--- config.mk ---
export PLATFORM = sky130hd
export DESIGN_NAME = line_sensor_pd_steering_flat
export DESIGN_NICKNAME = d
export VERILOG_FILES = /design/src/hdl/lsp_pkg.sv /design/src/hdl/lsp_if.sv /design/src/hdl/lsp_ram.sv /design/src/hdl/lsp_cal.sv /design/src/hdl/lsp_pd.sv /design/src/hdl/line_sensor_pd_steering.sv /design/src/flat_wrapper.sv
export SDC_FILE = /design/constraint.sdc
export NUM_CORES = 1
export LEC_CHECK = 0
export ABC_AREA = 1
export BUFFER_PORTS_ARGS = -buffer_cell sky130_fd_sc_hd__buf_2
export CORE_MARGIN = 1
export CORE_UTILIZATION = 40
export CTS_BUF_LIST = sky130_fd_sc_hd__clkbuf_2
export CTS_CLUSTER_SIZE = 28
export DETAILED_ROUTE_END_ITERATION = 7
export PLACE_DENSITY = 0.62
export SYNTH_ARGS = -nofsm -noshare
export SYNTH_HDL_FRONTEND = slang
export SYNTH_SLANG_ARGS = --single-unit
export TNS_END_PERCENT = 50
--- constraint.sdc ---
create_clock -name clk_i -period 12 [get_ports clk_i]
set_input_delay 1.8 -clock clk_i [delete_from_list [all_inputs] [get_ports clk_i]]
set_output_delay 1.8 -clock clk_i [all_outputs]
set_load 0.05 [all_outputs]
--- src/hdl/lsp_pkg.sv ---
`timescale 1ns / 1ps
`default_nettype none
package lsp_pkg;
  localparam int unsigned NumSensorsDef = 8;
  localparam int unsigned SampleBitsDef = 10;
  localparam int unsigned CfgIdxBits = 3;
  localparam int unsigned CfgDataBits = 8;

  localparam logic [CfgIdxBits-1:0] RegPropGain = 3'd0;
  localparam logic [CfgIdxBits-1:0] RegDerivGain = 3'd1;
  localparam logic [CfgIdxBits-1:0] RegTarget = 3'd2;
  localparam logic [CfgIdxBits-1:0] RegMaxSpeed = 3'd3;
  localparam logic [CfgIdxBits-1:0] RegPercent = 3'd4;

  localparam logic [1:0] ModeForward = 2'd0;
  localparam logic [1:0] ModeRightSharp = 2'd1;
  localparam logic [1:0] ModeLeftSharp = 2'd2;

  typedef enum logic [2:0] {
    StIdle, StRead, StSensor, StDivide, StPd, StMix, StOut
  } state_e;

  typedef struct packed {
    logic [7:0] prop_gain;
    logic [7:0] deriv_gain;
    logic [3:0] target_position;
    logic [7:0] max_speed;
    logic [6:0] threshold_percent;
  } cfg_t;

  typedef struct packed {
    logic       line_found;
    logic [3:0] position;
    logic [7:0] left_speed;
    logic [7:0] right_speed;
    logic [1:0] drive_mode;
    logic       right_edge;
    logic       left_edge;
  } result_t;
endpackage
`default_nettype wire

--- src/hdl/lsp_if.sv ---
`timescale 1ns / 1ps
`default_nettype none
interface lsp_in_if #(
  parameter int unsigned NumSensors = 8,
  parameter int unsigned SampleBits = 10
);
  logic valid;
  logic ready;
  logic calibrate;
  logic [NumSensors-1:0][SampleBits-1:0] sample;
  modport source (output valid, calibrate, sample, input ready);
  modport sink (input valid, calibrate, sample, output ready);
endinterface

interface lsp_out_if;
  logic       valid;
  logic       ready;
  logic       line_found;
  logic [3:0] position;
  logic [7:0] left_speed;
  logic [7:0] right_speed;
  logic [1:0] drive_mode;
  logic       right_edge;
  logic       left_edge;
  modport source (output valid, line_found, position, left_speed, right_speed,
                  drive_mode, right_edge, left_edge, input ready);
  modport sink (input valid, line_found, position, left_speed, right_speed,
                drive_mode, right_edge, left_edge, output ready);
endinterface
`default_nettype wire

--- src/hdl/lsp_ram.sv ---
`timescale 1ns / 1ps
`default_nettype none
module lsp_ram #(
  parameter int unsigned Width = 20,
  parameter int unsigned Depth = 8
) (
  input  wire logic                     clk_i,
  input  wire logic                     we_i,
  input  wire logic [$clog2(Depth)-1:0] waddr_i,
  input  wire logic [Width-1:0]         wdata_i,
  input  wire logic [$clog2(Depth)-1:0] raddr_i,
  output logic      [Width-1:0]         rdata_o
);
  logic [Width-1:0] mem_q [Depth];

  always_ff @(posedge clk_i) begin
    if (we_i) mem_q[waddr_i] <= wdata_i;
    rdata_o <= mem_q[raddr_i];
  end
endmodule
`default_nettype wire

--- src/hdl/lsp_cal.sv ---
`timescale 1ns / 1ps
`default_nettype none
// Per-sensor min/max store with a reset fill count. Entries at or above the
// count read as the reset range. Also computes one sensor's threshold test.
module lsp_cal
  import lsp_pkg::*;
#(
  parameter int unsigned NumSensors = NumSensorsDef,
  parameter int unsigned SampleBits = SampleBitsDef,
  localparam int unsigned IdxBits = $clog2(NumSensors)
) (
  input  wire logic                  clk_i,
  input  wire logic                  rst_ni,
  input  wire logic [IdxBits-1:0]    raddr_i,
  input  wire logic [IdxBits-1:0]    waddr_i,
  input  wire logic                  calib_we_i,
  input  wire logic [SampleBits-1:0] sample_i,
  input  wire logic [6:0]            percent_i,
  output logic                       below_o
);
  localparam int unsigned W = 2 * SampleBits;
  localparam int unsigned PW = SampleBits + 10;
  localparam logic [SampleBits-1:0] MaxSample = {SampleBits{1'b1}};
  localparam logic signed [PW-1:0] Hundred = PW'(100);

  logic [W-1:0] rdata;
  logic [SampleBits-1:0] lo, hi, new_lo, new_hi;
  logic [IdxBits:0] fill_q, fill_d;
  logic valid_q;

  // Sensors are written in increasing order, so one count tracks validity.
  always_ff @(posedge clk_i or negedge rst_ni) begin
    if (!rst_ni) begin
      fill_q <= '0;
      valid_q <= 1'b0;
    end else begin
      fill_q <= fill_d;
      valid_q <= ({1'b0, raddr_i} < fill_q) ||
                 (calib_we_i && waddr_i == raddr_i);
    end
  end

  always_comb begin
    fill_d = fill_q;
    if (calib_we_i && {1'b0, waddr_i} == fill_q) fill_d = fill_q + 1'b1;
  end

  assign lo = valid_q ? rdata[SampleBits-1:0] : MaxSample;
  assign hi = valid_q ? rdata[W-1:SampleBits] : '0;
  assign new_lo = (sample_i < lo) ? sample_i : lo;
  assign new_hi = (sample_i > hi) ? sample_i : hi;

  lsp_ram #(.Width(W), .Depth(NumSensors)) u_ram (
    .clk_i(clk_i), .we_i(calib_we_i), .waddr_i(waddr_i),
    .wdata_i({new_hi, new_lo}), .raddr_i(raddr_i), .rdata_o(rdata)
  );

  logic signed [SampleBits+1:0] span, diff;
  logic signed [PW-1:0] prod, scaled;
  always_comb begin
    span = $signed({2'b00, hi}) - $signed({2'b00, lo});
    diff = $signed({2'b00, sample_i}) - $signed({2'b00, lo});
    prod = span * $signed({1'b0, percent_i});
    scaled = PW'(diff) * Hundred;
    // The test sample < lo + prod / 100 is done by scaling the sample side.
    // The quotient rounds toward zero, so a negative product compares
    // strictly and a non-negative one needs a whole step of headroom.
    below_o = prod[PW-1] ? (scaled < prod) : (scaled + Hundred <= prod);
  end
endmodule
`default_nettype wire

--- src/hdl/lsp_pd.sv ---
`timescale 1ns / 1ps
`default_nettype none
// PD error and response for one position.
module lsp_pd
  import lsp_pkg::*;
(
  input  wire logic [3:0]        pos_i,
  input  wire logic signed [4:0] last_err_i,
  input  wire cfg_t              cfg_i,
  output logic signed [4:0]      err_o,
  output logic signed [15:0]     resp_o
);
  logic signed [5:0] e, de;
  logic signed [15:0] e_w, de_w, kp_w, kd_w;
  always_comb begin
    e = $signed({2'b00, cfg_i.target_position}) - $signed({2'b00, pos_i});
    de = e - $signed({last_err_i[4], last_err_i});
    err_o = e[4:0];
    e_w = 16'(e);
    de_w = 16'(de);
    kp_w = $signed({8'd0, cfg_i.prop_gain});
    kd_w = $signed({8'd0, cfg_i.deriv_gain});
    resp_o = e_w * kp_w + de_w * kd_w;
  end
endmodule
`default_nettype wire

--- src/hdl/line_sensor_pd_steering.sv ---
`timescale 1ns / 1ps
`default_nettype none
// Line sensor PD steering.
// in_if carries a calibrate flag and one sample per sensor; out_if returns
// one result per input transaction. cfg_we_i/cfg_idx_i/cfg_data_i write the
// gains, setpoint, top speed and threshold percent; write only when idle.
// Calibrate transactions widen each sensor's min/max range in a small
// memory; run transactions test every sensor against its threshold, average
// the inner hits into a position, form the PD response and mix speeds.
// A calibrate transaction passes a read step and then one step per sensor;
// a run with no line adds a divide step and keeps the held speeds, and a
// run with a line subtracts the hit count in the divide step once per cycle
// until the position is found, then passes the PD and mix steps. One item
// is in flight at a time; the block returns to idle in the cycle after the
// result is taken, so it takes no new item before the last result is taken.
// Reset restores register defaults, held drive 150/150 forward, error 0,
// and a fill count makes the store read as an empty range without clearing.
// When the receiver stalls the result holds in the output register.
module line_sensor_pd_steering
  import lsp_pkg::*;
#(
  parameter int unsigned NumSensors = NumSensorsDef,
  parameter int unsigned SampleBits = SampleBitsDef
) (
  input  wire logic                   clk_i,
  input  wire logic                   rst_ni,
  lsp_in_if.sink                      in_if,
  lsp_out_if.source                   out_if,
  input  wire logic                   cfg_we_i,
  input  wire logic [CfgIdxBits-1:0]  cfg_idx_i,
  input  wire logic [CfgDataBits-1:0] cfg_data_i
);
  localparam int unsigned IdxBits = $clog2(NumSensors);
  localparam int unsigned SumBits = $clog2(2 * NumSensors * NumSensors);
  localparam logic [IdxBits-1:0] LastIdx = IdxBits'(NumSensors - 1);

  state_e state_q, state_d;
  cfg_t cfg_q;
  logic calib_q;
  logic [NumSensors-1:0][SampleBits-1:0] samp_q;
  logic [IdxBits-1:0] ridx_q, widx_q;
  logic [SumBits-1:0] sum_q, rem_q;
  logic [3:0] cnt_q, quo_q;
  logic redge_q, ledge_q;
  logic signed [4:0] last_err_q;
  logic [7:0] held_l_q, held_r_q;
  logic [1:0] held_m_q;
  logic signed [15:0] resp_q;
  result_t res_q;
  logic below, calib_we;
  logic signed [4:0] err;
  logic signed [15:0] resp;
  logic signed [15:0] m_s, over;
  logic [7:0] mix_l, mix_r;
  logic [1:0] mix_m;

  assign in_if.ready = (state_q == StIdle);
  assign out_if.valid = (state_q == StOut);
  assign out_if.line_found = res_q.line_found;
  assign out_if.position = res_q.position;
  assign out_if.left_speed = res_q.left_speed;
  assign out_if.right_speed = res_q.right_speed;
  assign out_if.drive_mode = res_q.drive_mode;
  assign out_if.right_edge = res_q.right_edge;
  assign out_if.left_edge = res_q.left_edge;

  assign calib_we = (state_q == StSensor) && calib_q;

  lsp_cal #(.NumSensors(NumSensors), .SampleBits(SampleBits)) u_cal (
    .clk_i(clk_i), .rst_ni(rst_ni), .raddr_i(ridx_q), .waddr_i(widx_q),
    .calib_we_i(calib_we), .sample_i(samp_q[widx_q]),
    .percent_i(cfg_q.threshold_percent), .below_o(below)
  );

  lsp_pd u_pd (.pos_i(quo_q), .last_err_i(last_err_q), .cfg_i(cfg_q),
               .err_o(err), .resp_o(resp));

  always_comb begin
    state_d = state_q;
    case (state_q)
      StIdle:   if (in_if.valid) state_d = StRead;
      StRead:   state_d = StSensor;
      StSensor: if (widx_q == LastIdx) state_d = calib_q ? StOut : StDivide;
      StDivide: if (cnt_q == 4'd0) state_d = StOut;
                else if (rem_q < SumBits'(cnt_q)) state_d = StPd;
      StPd:     state_d = StMix;
      StMix:    state_d = StOut;
      StOut:    if (out_if.ready) state_d = StIdle;
      default:  state_d = StIdle;
    endcase
  end

  // An exact response of plus or minus the top speed stays in forward drive.
  always_comb begin
    m_s = $signed({8'd0, cfg_q.max_speed});
    over = 16'sd0;
    mix_m = ModeForward;
    mix_l = cfg_q.max_speed;
    mix_r = cfg_q.max_speed;
    if (resp_q > m_s) begin
      over = resp_q - m_s;
      mix_m = ModeRightSharp;
      mix_r = (over > m_s) ? cfg_q.max_speed : over[7:0];
    end else if (resp_q < -m_s) begin
      over = -resp_q - m_s;
      mix_m = ModeLeftSharp;
      mix_l = (over > m_s) ? cfg_q.max_speed : over[7:0];
    end else if (resp_q >= 16'sd0) begin
      mix_r = cfg_q.max_speed - resp_q[7:0];
    end else begin
      mix_l = cfg_q.max_speed + resp_q[7:0];
    end
  end

  always_ff @(posedge clk_i or negedge rst_ni) begin
    if (!rst_ni) begin
      state_q <= StIdle;
      cfg_q <= '{prop_gain: 8'd64, deriv_gain: 8'd120, target_position: 4'd7,
                 max_speed: 8'd230, threshold_percent: 7'd50};
      last_err_q <= '0;
      held_l_q <= 8'd150;
      held_r_q <= 8'd150;
      held_m_q <= ModeForward;
    end else begin
      state_q <= state_d;
      if (cfg_we_i) begin
        case (cfg_idx_i)
          RegPropGain:  cfg_q.prop_gain <= cfg_data_i;
          RegDerivGain: cfg_q.deriv_gain <= cfg_data_i;
          RegTarget:    cfg_q.target_position <= cfg_data_i[3:0];
          RegMaxSpeed:  cfg_q.max_speed <= cfg_data_i;
          RegPercent:   cfg_q.threshold_percent <= cfg_data_i[6:0];
          default: ;
        endcase
      end
      if (state_q == StPd) last_err_q <= err;
      if (state_q == StMix) begin
        held_m_q <= mix_m;
        held_l_q <= mix_l;
        held_r_q <= mix_r;
      end
    end
  end

  always_ff @(posedge clk_i) begin
    case (state_q)
      StIdle: begin
        calib_q <= in_if.calibrate;
        samp_q <= in_if.sample;
        ridx_q <= '0;
        widx_q <= '0;
        sum_q <= '0;
        cnt_q <= '0;
        redge_q <= 1'b0;
        ledge_q <= 1'b0;
      end
      StRead: ridx_q <= ridx_q + 1'b1;
      StSensor: begin
        widx_q <= widx_q + 1'b1;
        if (ridx_q != LastIdx || widx_q == LastIdx - 1'b1) ridx_q <= ridx_q + 1'b1;
        if (!calib_q && below) begin
          if (widx_q == '0) redge_q <= 1'b1;
          else if (widx_q == LastIdx) ledge_q <= 1'b1;
          else begin
            cnt_q <= cnt_q + 1'b1;
            sum_q <= sum_q + SumBits'({widx_q, 1'b0});
          end
        end
        // The left edge sensor never adds to the sum, so it is complete here.
        rem_q <= sum_q;
        quo_q <= '0;
      end
      StDivide: begin
        // Divide by repeated subtraction; the quotient is small.
        if (rem_q >= SumBits'(cnt_q) && cnt_q != 4'd0) begin
          rem_q <= rem_q - SumBits'(cnt_q);
          quo_q <= quo_q + 1'b1;
        end
      end
      StPd: resp_q <= resp;
      default: ;
    endcase
    if (state_d == StOut && state_q != StOut) begin
      res_q.line_found <= !calib_q && cnt_q != 4'd0;
      res_q.position <= (!calib_q && cnt_q != 4'd0) ? quo_q : 4'd0;
      res_q.right_edge <= !calib_q && redge_q;
      res_q.left_edge <= !calib_q && ledge_q;
      res_q.drive_mode <= (state_q == StMix) ? mix_m : held_m_q;
      res_q.left_speed <= (state_q == StMix) ? mix_l : held_l_q;
      res_q.right_speed <= (state_q == StMix) ? mix_r : held_r_q;
    end
  end
endmodule
`default_nettype wire

--- src/flat_wrapper.sv ---
// flat-port wrapper written by rule: the top's interface ports become plain ports
module line_sensor_pd_steering_flat import lsp_pkg::*;
#(
  parameter int unsigned NumSensors = NumSensorsDef,
  parameter int unsigned SampleBits = SampleBitsDef
)
  (clk_i, rst_ni, cfg_we_i, cfg_idx_i, cfg_data_i, in_if_valid, in_if_calibrate, in_if_sample, in_if_ready, out_if_valid, out_if_line_found, out_if_position, out_if_left_speed, out_if_right_speed, out_if_drive_mode, out_if_right_edge, out_if_left_edge, out_if_ready);
  lsp_in_if #(.NumSensors(NumSensors), .SampleBits(SampleBits)) in_if_i ();
  lsp_out_if out_if_i ();
  input  wire logic clk_i;
  input  wire logic rst_ni;
  input  wire logic cfg_we_i;
  input  wire logic [CfgIdxBits-1:0] cfg_idx_i;
  input  wire logic [CfgDataBits-1:0] cfg_data_i;
  input wire logic [$bits(in_if_i.valid)-1:0] in_if_valid;
  input wire logic [$bits(in_if_i.calibrate)-1:0] in_if_calibrate;
  input wire logic [$bits(in_if_i.sample)-1:0] in_if_sample;
  output wire logic [$bits(in_if_i.ready)-1:0] in_if_ready;
  output wire logic [$bits(out_if_i.valid)-1:0] out_if_valid;
  output wire logic [$bits(out_if_i.line_found)-1:0] out_if_line_found;
  output wire logic [$bits(out_if_i.position)-1:0] out_if_position;
  output wire logic [$bits(out_if_i.left_speed)-1:0] out_if_left_speed;
  output wire logic [$bits(out_if_i.right_speed)-1:0] out_if_right_speed;
  output wire logic [$bits(out_if_i.drive_mode)-1:0] out_if_drive_mode;
  output wire logic [$bits(out_if_i.right_edge)-1:0] out_if_right_edge;
  output wire logic [$bits(out_if_i.left_edge)-1:0] out_if_left_edge;
  input wire logic [$bits(out_if_i.ready)-1:0] out_if_ready;
  assign in_if_i.valid = in_if_valid;
  assign in_if_i.calibrate = in_if_calibrate;
  assign in_if_i.sample = in_if_sample;
  assign in_if_ready = in_if_i.ready;
  assign out_if_valid = out_if_i.valid;
  assign out_if_line_found = out_if_i.line_found;
  assign out_if_position = out_if_i.position;
  assign out_if_left_speed = out_if_i.left_speed;
  assign out_if_right_speed = out_if_i.right_speed;
  assign out_if_drive_mode = out_if_i.drive_mode;
  assign out_if_right_edge = out_if_i.right_edge;
  assign out_if_left_edge = out_if_i.left_edge;
  assign out_if_i.ready = out_if_ready;
  line_sensor_pd_steering #(.NumSensors(NumSensors), .SampleBits(SampleBits)) u_core (.clk_i(clk_i), .rst_ni(rst_ni), .in_if(in_if_i), .out_if(out_if_i), .cfg_we_i(cfg_we_i), .cfg_idx_i(cfg_idx_i), .cfg_data_i(cfg_data_i));
endmodule
==> summary.md, run 1 <==
| Metric | Value |
|---|---|
| GRT Util Overall | `0.1976` |
| DP HPWL | `53760 um` |
| CTS sink cnt | `397` |
| Crit path buf inv count | `6` |
| CTS Root Cell | `clkbuf_2` |
| FF+latch count, synth | `397` |
| Total gr overflow | `0` |
| Worst min-delay path class | `register to register` |
| DR vias/cell | `4.980` |
| Critical Path Most Common Cell | `nand2_1` |
| Drt first pass iters | `5` |
| # IOs | `124` |
| Most common cell after layout, fill and taps aside | `nand2_1` |
| Syn Nets | `3721` |
| Mean Syn Cell Area | `9.070 um2` |
| Worst-path maximum fanout | `11` |
| Wire per inst | `16.28 um` |
| Fin. max-slew vios | `0` |
| Bufs on Longest Clock Path | `3` |
| Critical R2R Capture | `u_core.sum_q[1]$_SDFFCE_PN0P_` |
| Final Hold Fails | `0` |
| First-pass GRT wire length | `114300 um` |
| Worst reg-to-reg path cell count | `48` |
| Area Overhead vs Synth | `9.311%` |
| Layout cell share with drive strength beyond 1 | `0.1192` |
| Worst setup SP type | `register` |
| Vias in the first global route | `21440` |
| R2R Setup Slk | `2.57 ns` |
| Area of the multi-input gates | `15260 um2` |
| Final WL | `71480 um` |
| Primary FF master, synth | `edfxtp_1` |
| Residual DRC | `0` |
| TritonCTS buffer count | `94` |
| Status | `finished clean` |
| Die area | `73270 um2` |
| EDFF count, synth | `311` |
| Final net count | `3897` |
| DR iter-0 viols | `1485` |
| Post-CTS sizing | `0` |
| Critical path class | `register to register` |
| Chip width | `270.7 um` |
| Post-synth top area share | `0.3234` |
| Ys async rst share | `0.1662` |
| Slowest cell delay on critical path | `0.74 ns` |
| Hold buffers post-CTS | `0` |
| Hold Path Origin | `u_core.held_r_q[0]$_DFF_PN0_` |
| Worst r2r src | `u_core.u_cal.valid_q$_DFF_PN0_` |
| Reg clk slew, reported paths | `0.13 ns` |
| Setup Skew | `0.1189 ns` |
| Max Freq | `0.1061 GHz` |
| Netlist cell types | `66` |
| GP Congestion | `0.8865` |
| Worst EP required | `12.62 ns` |
| Htree depth | `3` |
| Sequential share of the synthesized area | `0.3955` |
| Post-synthesis cell area | `28880 um2` |
| IO buf count | `123` |
| Most frequent cells in the layout | `567 x nand2_1, 499 x inv_1, 381 x nor2_1` |
| Worst Hold End | `u_core.held_r_q[0]$_DFF_PN0_` |
| Postcts setup bufs | `0` |
| Hold Crit Depth | `2` |
| Synth Instances | `3184` |
| Area contributors post-synth | `edfxtp_1 32%, ha_1 13%, fa_1 10%, nand2_1 7.4%, inv_1 6.5%` |
| CP max stage cell | `a21oi_1` |
| Max-cap viol count | `0` |
| Clock Latency Late Sink | `1.09 ns` |
| Worst Tran Pin Value | `1.172 ns` |
| Reg area | `11420 um2` |
| CP endpoint kind | `register` |
| Setup violators final | `0` |
| Vias | `21870` |
| CP arrival | `10.05 ns` |
| TNS Setup | `0 ns` |
| YS warnings | `0` |
| Initial antenna violation count | `3` |
| Core Box Area | `71490 um2` |
| Remaining antenna violation count | `0` |
| Fillcell total | `6977` |
| Initial core utilization | `0.4040` |
| Largest net degree at the start of global routing | `81` |
| Post-layout min period | `9.428 ns` |
| Row count | `98` |
| Die height | `270.7 um` |
| CTS tree | `done` |
| RSZ-0062 raised after global routing | `no` |
| CP top delay family | `adder cells` |
| Yosys top cell by area | `edfxtp_1` |
| Rel. slew slack | `0.2107` |
| Final period util | `0.7857` |
[layer usage]
layer	wire length, um	vias to the layer above	GRT usage
met4	1580	0	0.06036
met1	32780	10300	0.2695
met5	0	-	0
met2	33090	606	0.3238
met3	4032	94	0.02876
li1	-	10870	-
[sequential cells by signal, indices dropped and copies added, names as in the netlist, 5 cells and up]
| register | count |
|---|---|
| u_core.rem_q | 7 |
| u_core.sum_q | 6 |
| u_core.out_if.left_speed | 8 |
| u_core.last_err_q | 5 |
| u_core.cfg_q | 35 |
| u_core.samp_q | 80 |
| u_core.out_if.right_speed | 8 |
| u_core.u_cal.u_ram.rdata_o | 20 |
| u_core.held_l_q | 8 |
| u_core.held_r_q | 8 |
| u_core.resp_q | 16 |
| u_core.u_cal.u_ram.mem_q | 160 |
[kinds of logic after synthesis]
| kind of cell | after synthesis | synth area share |
|---|---|---|
| buffers and inverters | 587 | 0.07834 |
| flip-flops | 397 | 0.3955 |
| AND/OR/NAND/NOR | 1172 | 0.1695 |
| XOR/XNOR | 110 | 0.03466 |
| AO/OA/AOI/OAI | 478 | 0.09346 |
| adder cells (fa/ha/maj) | 440 | 0.2286 |
[cells in the mapped netlist, drive strengths merged (42+ instances only)]
cell and instances:
nand3 106, edfxtp 311, ha 294, inv 508, a21oi 156, o21ai 206
dfrtp 42, nand2 578, xor2 71, fa 146, nor2 395, clkbuf 54
[layout make-up]
class	count	share of cell area
multi-input combinational	2200	0.4835
tap	950	0.03766
inverter	518	0.06175
antenna	2	0.0001585
clock inverter	36	0.007214
sequential	397	0.3618
clock buffer	140	0.02220
timing repair buffer	149	0.02568
[how the worst max path moves through the flow]
| stage | from | endpoint | cells after the start |
|---|---|---|---|
| 6_report | u_core.u_cal.valid_q$_DFF_PN0_ | u_core.sum_q[1]$_SDFFCE_PN0P_ | 48 |
| 5_1_grt | u_core.widx_q[2]$_SDFFCE_PN0P_ | u_core.sum_q[1]$_SDFFCE_PN0P_ | 41 |
| 4_1_cts | u_core.u_cal.valid_q$_DFF_PN0_ | u_core.sum_q[1]$_SDFFCE_PN0P_ | 48 |
| 3_5_place_dp | u_core.u_cal.valid_q$_DFF_PN0_ | u_core.sum_q[5]$_SDFFCE_PN0P_ | 48 |
| 3_3_place_gp | u_core.u_cal.valid_q$_DFF_PN0_ | u_core.sum_q[5]$_SDFFCE_PN0P_ | 48 |
| 2_1_floorplan | u_core.state_q[2]$_DFF_PN0_ | in_if_ready | 2 |
[stage by stage]
| step | instance area, um2 | hold WS (ns) | setup slack [ns] | std cells | util |
|---|---|---|---|---|---|
| 2_1_floorplan | 28880 | 0.4305 | 3.027 | 3184 | - |
| 3_3_place_gp | 30630 | 0.4567 | 2.971 | 4214 | 0.4285 |
| 3_5_place_dp | 30630 | 0.4578 | 2.684 | 4214 | 0.4285 |
| 4_1_cts | 31560 | 0.4810 | 2.555 | 4390 | 0.4415 |
| 5_1_grt | 31570 | 0.5074 | 1.708 | 4392 | 0.4416 |
| 6_report | 31570 | 0.4787 | 2.572 | 4392 | 0.4416 |
[worst min-delay path, cell delays in order (launching register included)]
cell and delay, ns:
dfrtp_1 0.33, nand2_1 0.05, nand2_1 0.07
Power of run 1 is not shown: default switching activity piles up to over one toggle a cycle in this logic, so the estimate is an artifact.
==> inputs of run 2 (changes only) <==
--- a/config.mk
+++ b/config.mk
@@ -5,14 +5,14 @@
 export SDC_FILE = /design/constraint.sdc
 export NUM_CORES = 1
 export LEC_CHECK = 0
-export ABC_AREA = 1
+export ABC_AREA = 0
 export BUFFER_PORTS_ARGS = -buffer_cell sky130_fd_sc_hd__buf_2
 export CORE_MARGIN = 1
 export CORE_UTILIZATION = 40
 export CTS_BUF_LIST = sky130_fd_sc_hd__clkbuf_2
 export CTS_CLUSTER_SIZE = 28
 export DETAILED_ROUTE_END_ITERATION = 7
-export PLACE_DENSITY = 0.62
+export PLACE_DENSITY = 0.64
 export SYNTH_ARGS = -nofsm -noshare
 export SYNTH_HDL_FRONTEND = slang
 export SYNTH_SLANG_ARGS = --single-unit
==> constraint.sdc (replaced) <==
create_clock -name clk_i -period 8.3 [get_ports clk_i]
set_input_delay 1.245 -clock clk_i [delete_from_list [all_inputs] [get_ports clk_i]]
set_output_delay 1.245 -clock clk_i [all_outputs]
set_load 0.05 [all_outputs]
==> run 2 against run 1 <==
Compared with the run above:
- critical path depth is 7 lower
- via count decreased by 9.1%
- cell count is 12% lower
- core utilization grew 2.7 points
- sequential share of layout area is 1.4 points lower
- worst setup slack worse by 2.2 ns
- routed wire length down 3.3%
- non-clock buffer count grew 172
- area after synthesis decreased by 2.0%
==> summary.md, run 2 <==
| Metric | Value |
|---|---|
| Status | `finished clean` |
| Initial antenna violation count | `1 (-2)` |
| Die area | `71840 um2 (-2.0%)` |
| Ys async rst share | `0.1662 (unchanged)` |
| CTS Root Cell | `clkbuf_2` |
| Primary FF master, synth | `edfxtp_1` |
| # IOs | `124 (unchanged)` |
| Final hold slack | `0.2619 ns (-0.2168 ns)` |
| Max Freq | `0.1256 GHz (+18%)` |
| Critical path class | `register to register` |
| YS warnings | `0 (unchanged)` |
| Area contributors post-synth | `edfxtp_1 33%, ha_1 13%, fa_1 10%, inv_1 4.0%, mux4_2 3.8%` |
| Final period util | `0.9595 (+0.1738)` |
| Post-place setup slack | `-0.4195 ns (-3.104 ns)` |
| PnR worst setup slack | `0.3359 ns (-2.236 ns)` |
| Worst setup SP type | `register` |
| Worst reg-to-reg path cell count | `41 (-15%)` |
| Count leader, synth | `edfxtp_1` |
| Clock Latency Late Sink | `1.17 ns (+0.08 ns)` |
| Final Hold Fails | `0 (unchanged)` |
| Setup violators final | `0 (unchanged)` |
| Largest registers | `u_core.u_cal.u_ram.mem_q (160), u_core.samp_q (80), u_core.cfg_q (35)` |
| Final design utilization | `0.4683 (+0.02675)` |
| CP Launch Point | `u_core.u_cal.valid_q$_DFF_PN0_` |
| Residual DRC | `0 (unchanged)` |
| DR iter-0 viols | `1066 (-28%)` |
| GP Congestion | `0.9213 (+3.9%)` |
| Row count | `97 (-1.0%)` |
| Bufs on Longest Clock Path | `3 (unchanged)` |
| Remaining antenna violation count | `0 (unchanged)` |
| First-pass GRT wire length | `109700 um (-4.0%)` |
| Most frequent cells in the layout | `311 x edfxtp_1, 294 x inv_1, 286 x ha_1` |
| Vias | `19890 (-9.1%)` |
| Synth Instances | `2467 (-23%)` |
| CTS tree | `done` |
| Hold Path Origin | `in_if_sample[49]` |
| Worst EP required | `9.18 ns (-3.44 ns)` |
| Slowest cell delay on critical path | `0.55 ns (-0.19 ns)` |
| CP arrival | `8.85 ns (-1.20 ns)` |
| EDFF count, synth | `311 (unchanged)` |
| Drt first pass iters | `5 (unchanged)` |
| Max FFs per register | `160 (unchanged)` |
| Rel. slew slack | `0.3737 (+0.1631)` |
| Yosys top cell by area | `edfxtp_1` |
| IO buf count | `123 (unchanged)` |
| Post-layout min period | `7.964 ns (-1.464 ns)` |
| DP HPWL | `52750 um (-1.9%)` |
| DR vias/cell | `5.169 (+3.8%)` |
| Crit path buf inv count | `9 (+3)` |
| Largest net degree at the start of global routing | `77 (-4.9%)` |
| Netlist cell types | `93 (+41%)` |
| Worst r2r src | `u_core.u_cal.valid_q$_DFF_PN0_` |
| Largest reg by FF count | `u_core.u_cal.u_ram.mem_q` |
| CP top delay family | `adder cells` |
| Area Overhead vs Synth | `15.85%` |
| Htree depth | `3 (unchanged)` |
| Layout cell share with drive strength beyond 1 | `0.2482 (+0.1290)` |
| Initial core utilization | `0.4043 (about the same)` |
| Vias in the first global route | `20870 (-2.6%)` |
| Total gr overflow | `0 (unchanged)` |
| Final WL | `69130 um (-3.3%)` |
| Hold Crit Depth | `1 (-1)` |
| Core Box Area | `70030 um2 (-2.0%)` |
| Post-synthesis cell area | `28310 um2 (-2.0%)` |
| FF+latch count, synth | `397 (unchanged)` |
| TritonCTS buffer count | `98 (+4.3%)` |
| Reg clk slew, reported paths | `0.11 ns (-0.02 ns)` |
| CP max stage cell | `fa_1` |
| Fin. max-slew vios | `0 (unchanged)` |
| Final net count | `3357 (-14%)` |
| CTS sink cnt | `397 (unchanged)` |
| CP endpoint kind | `register` |
| Syn Nets | `3004 (-19%)` |
| GRT Util Overall | `0.1947 (-0.002912)` |
| Worst min-delay path class | `input pin to register` |
| Mean Syn Cell Area | `11.48 um2 (+27%)` |
| Chip width | `268.0 um (-0.98%)` |
| TNS Setup | `0 ns (unchanged)` |
| RSZ-0062 raised after global routing | `yes` |
| Post-synth top cells | `311 x edfxtp_1, 298 x inv_1, 294 x ha_1, 158 x nand2_1, 146 x fa_1` |
| Sequential share of the synthesized area | `0.4034 (+0.007936)` |
| Die height | `268.0 um (-0.98%)` |
| Worst-path maximum fanout | `10 (-1)` |
| Worst Tran Pin Value | `0.9322 ns (-0.2394 ns)` |
| Critical Path Stages | `41 (-15%)` |
| Most common cell after layout, fill and taps aside | `edfxtp_1` |
| Max-cap viol count | `0 (unchanged)` |
| Wire per inst | `17.96 um (+10%)` |
| Post-synth top area share | `0.3299 (+0.006489)` |
| Setup Skew | `0.1213 ns (+0.002410 ns)` |
| Critical Path Most Common Cell | `fa_1` |
## run 2: cell count changes in the layout (fill, tap and decap cells not counted), sizes merged, moves of 40 or more
cell   previous run  this run
o21ai           206        76
nand3           106        34
and2              1        85
mux2i             0        43
nor2            395       120
xnor2            39        79
inv             514       301
mux2              0        60
nand2           578       158
buf             149       320
nor2b             0        64
a21oi           156       102
mux4              0        48
## run 2: what timing repair did
item                                   4_1_cts  5_1_grt
pin swaps                                   15       41
resized for setup                           33       63
hold buffers                                 1        0
setup endpoints to repair                   12       13
buffers inserted                             6       19
endpoints found under the hold margin        7        0
## run 2: per-stage QoR
step	area, um2	instances
global route	32790	3847
finish	32800	3848
global placement	31200	3635
detailed placement	31200	3635
CTS	32370	3827
floorplan	28340	2467
## run 2: area by class of cell
class / instances / area, um2
well taps: 940 / 1176
diodes: 3 / 7.507
clock buffers: 144 / 720.7
repair buffers: 321 / 2151
flip-flops and latches: 397 / 11420
fillers: 6393 / 37230
multi-input cells: 1701 / 15940
inverters: 301 / 1131
clock inverters: 41 / 249.0
## run 2: cells by family after synthesis
group	count (synthesis)	share of synthesized area
AO/OA/AOI/OAI	373	0.08901
AND/OR/NAND/NOR	615	0.1101
flip-flops	397	0.4034
adder cells (fa/ha/maj)	440	0.2332
XOR/XNOR	122	0.03774
multiplexers	151	0.07726
buffers and inverters	369	0.04932
## run 2: path summary, 6_finish.rpt
path,end,slack (ns)
min in group asynchronous,u_core.held_l_q[3]$_DFF_PN0_,0.56
worst max-delay path,u_core.sum_q[6]$_SDFFCE_PN0P_,0.34
worst min-delay path,u_core.samp_q[49]$_DFFE_PP_,0.26
max in group asynchronous,u_core.u_cal.valid_q$_DFF_PN0_,6.67
worst max register to register,u_core.sum_q[6]$_SDFFCE_PN0P_,0.34
worst min register to register,u_core.last_err_q[4]$_DFFE_PN0P_,0.50
## run 2: worst register-to-register path: cells and delay by family (launching register included)
kind / cells / cell delay (ns)
simple gates: 9 / 1.43
fa+ha+maj: 8 / 3.10
mux: 1 / 0.16
xor+xnor: 1 / 0.11
compound gates: 13 / 1.51
flops: 1 / 0.47
buf+inv: 9 / 0.97
## run 2: per-layer routing
layer / track usage / vias to the layer above / wire (um) / part of all wire
met1: 0.2476 / 9834 / 29890 / 0.43
li1: - / 9490 / - / -
met5: 0 / - / 0 / 0
met4: 0.05591 / 0 / 1309 / 0.019
met3: 0.03409 / 77 / 3496 / 0.051
met2: 0.3380 / 491 / 34430 / 0.50
Power of run 2 is left out for the same reason.
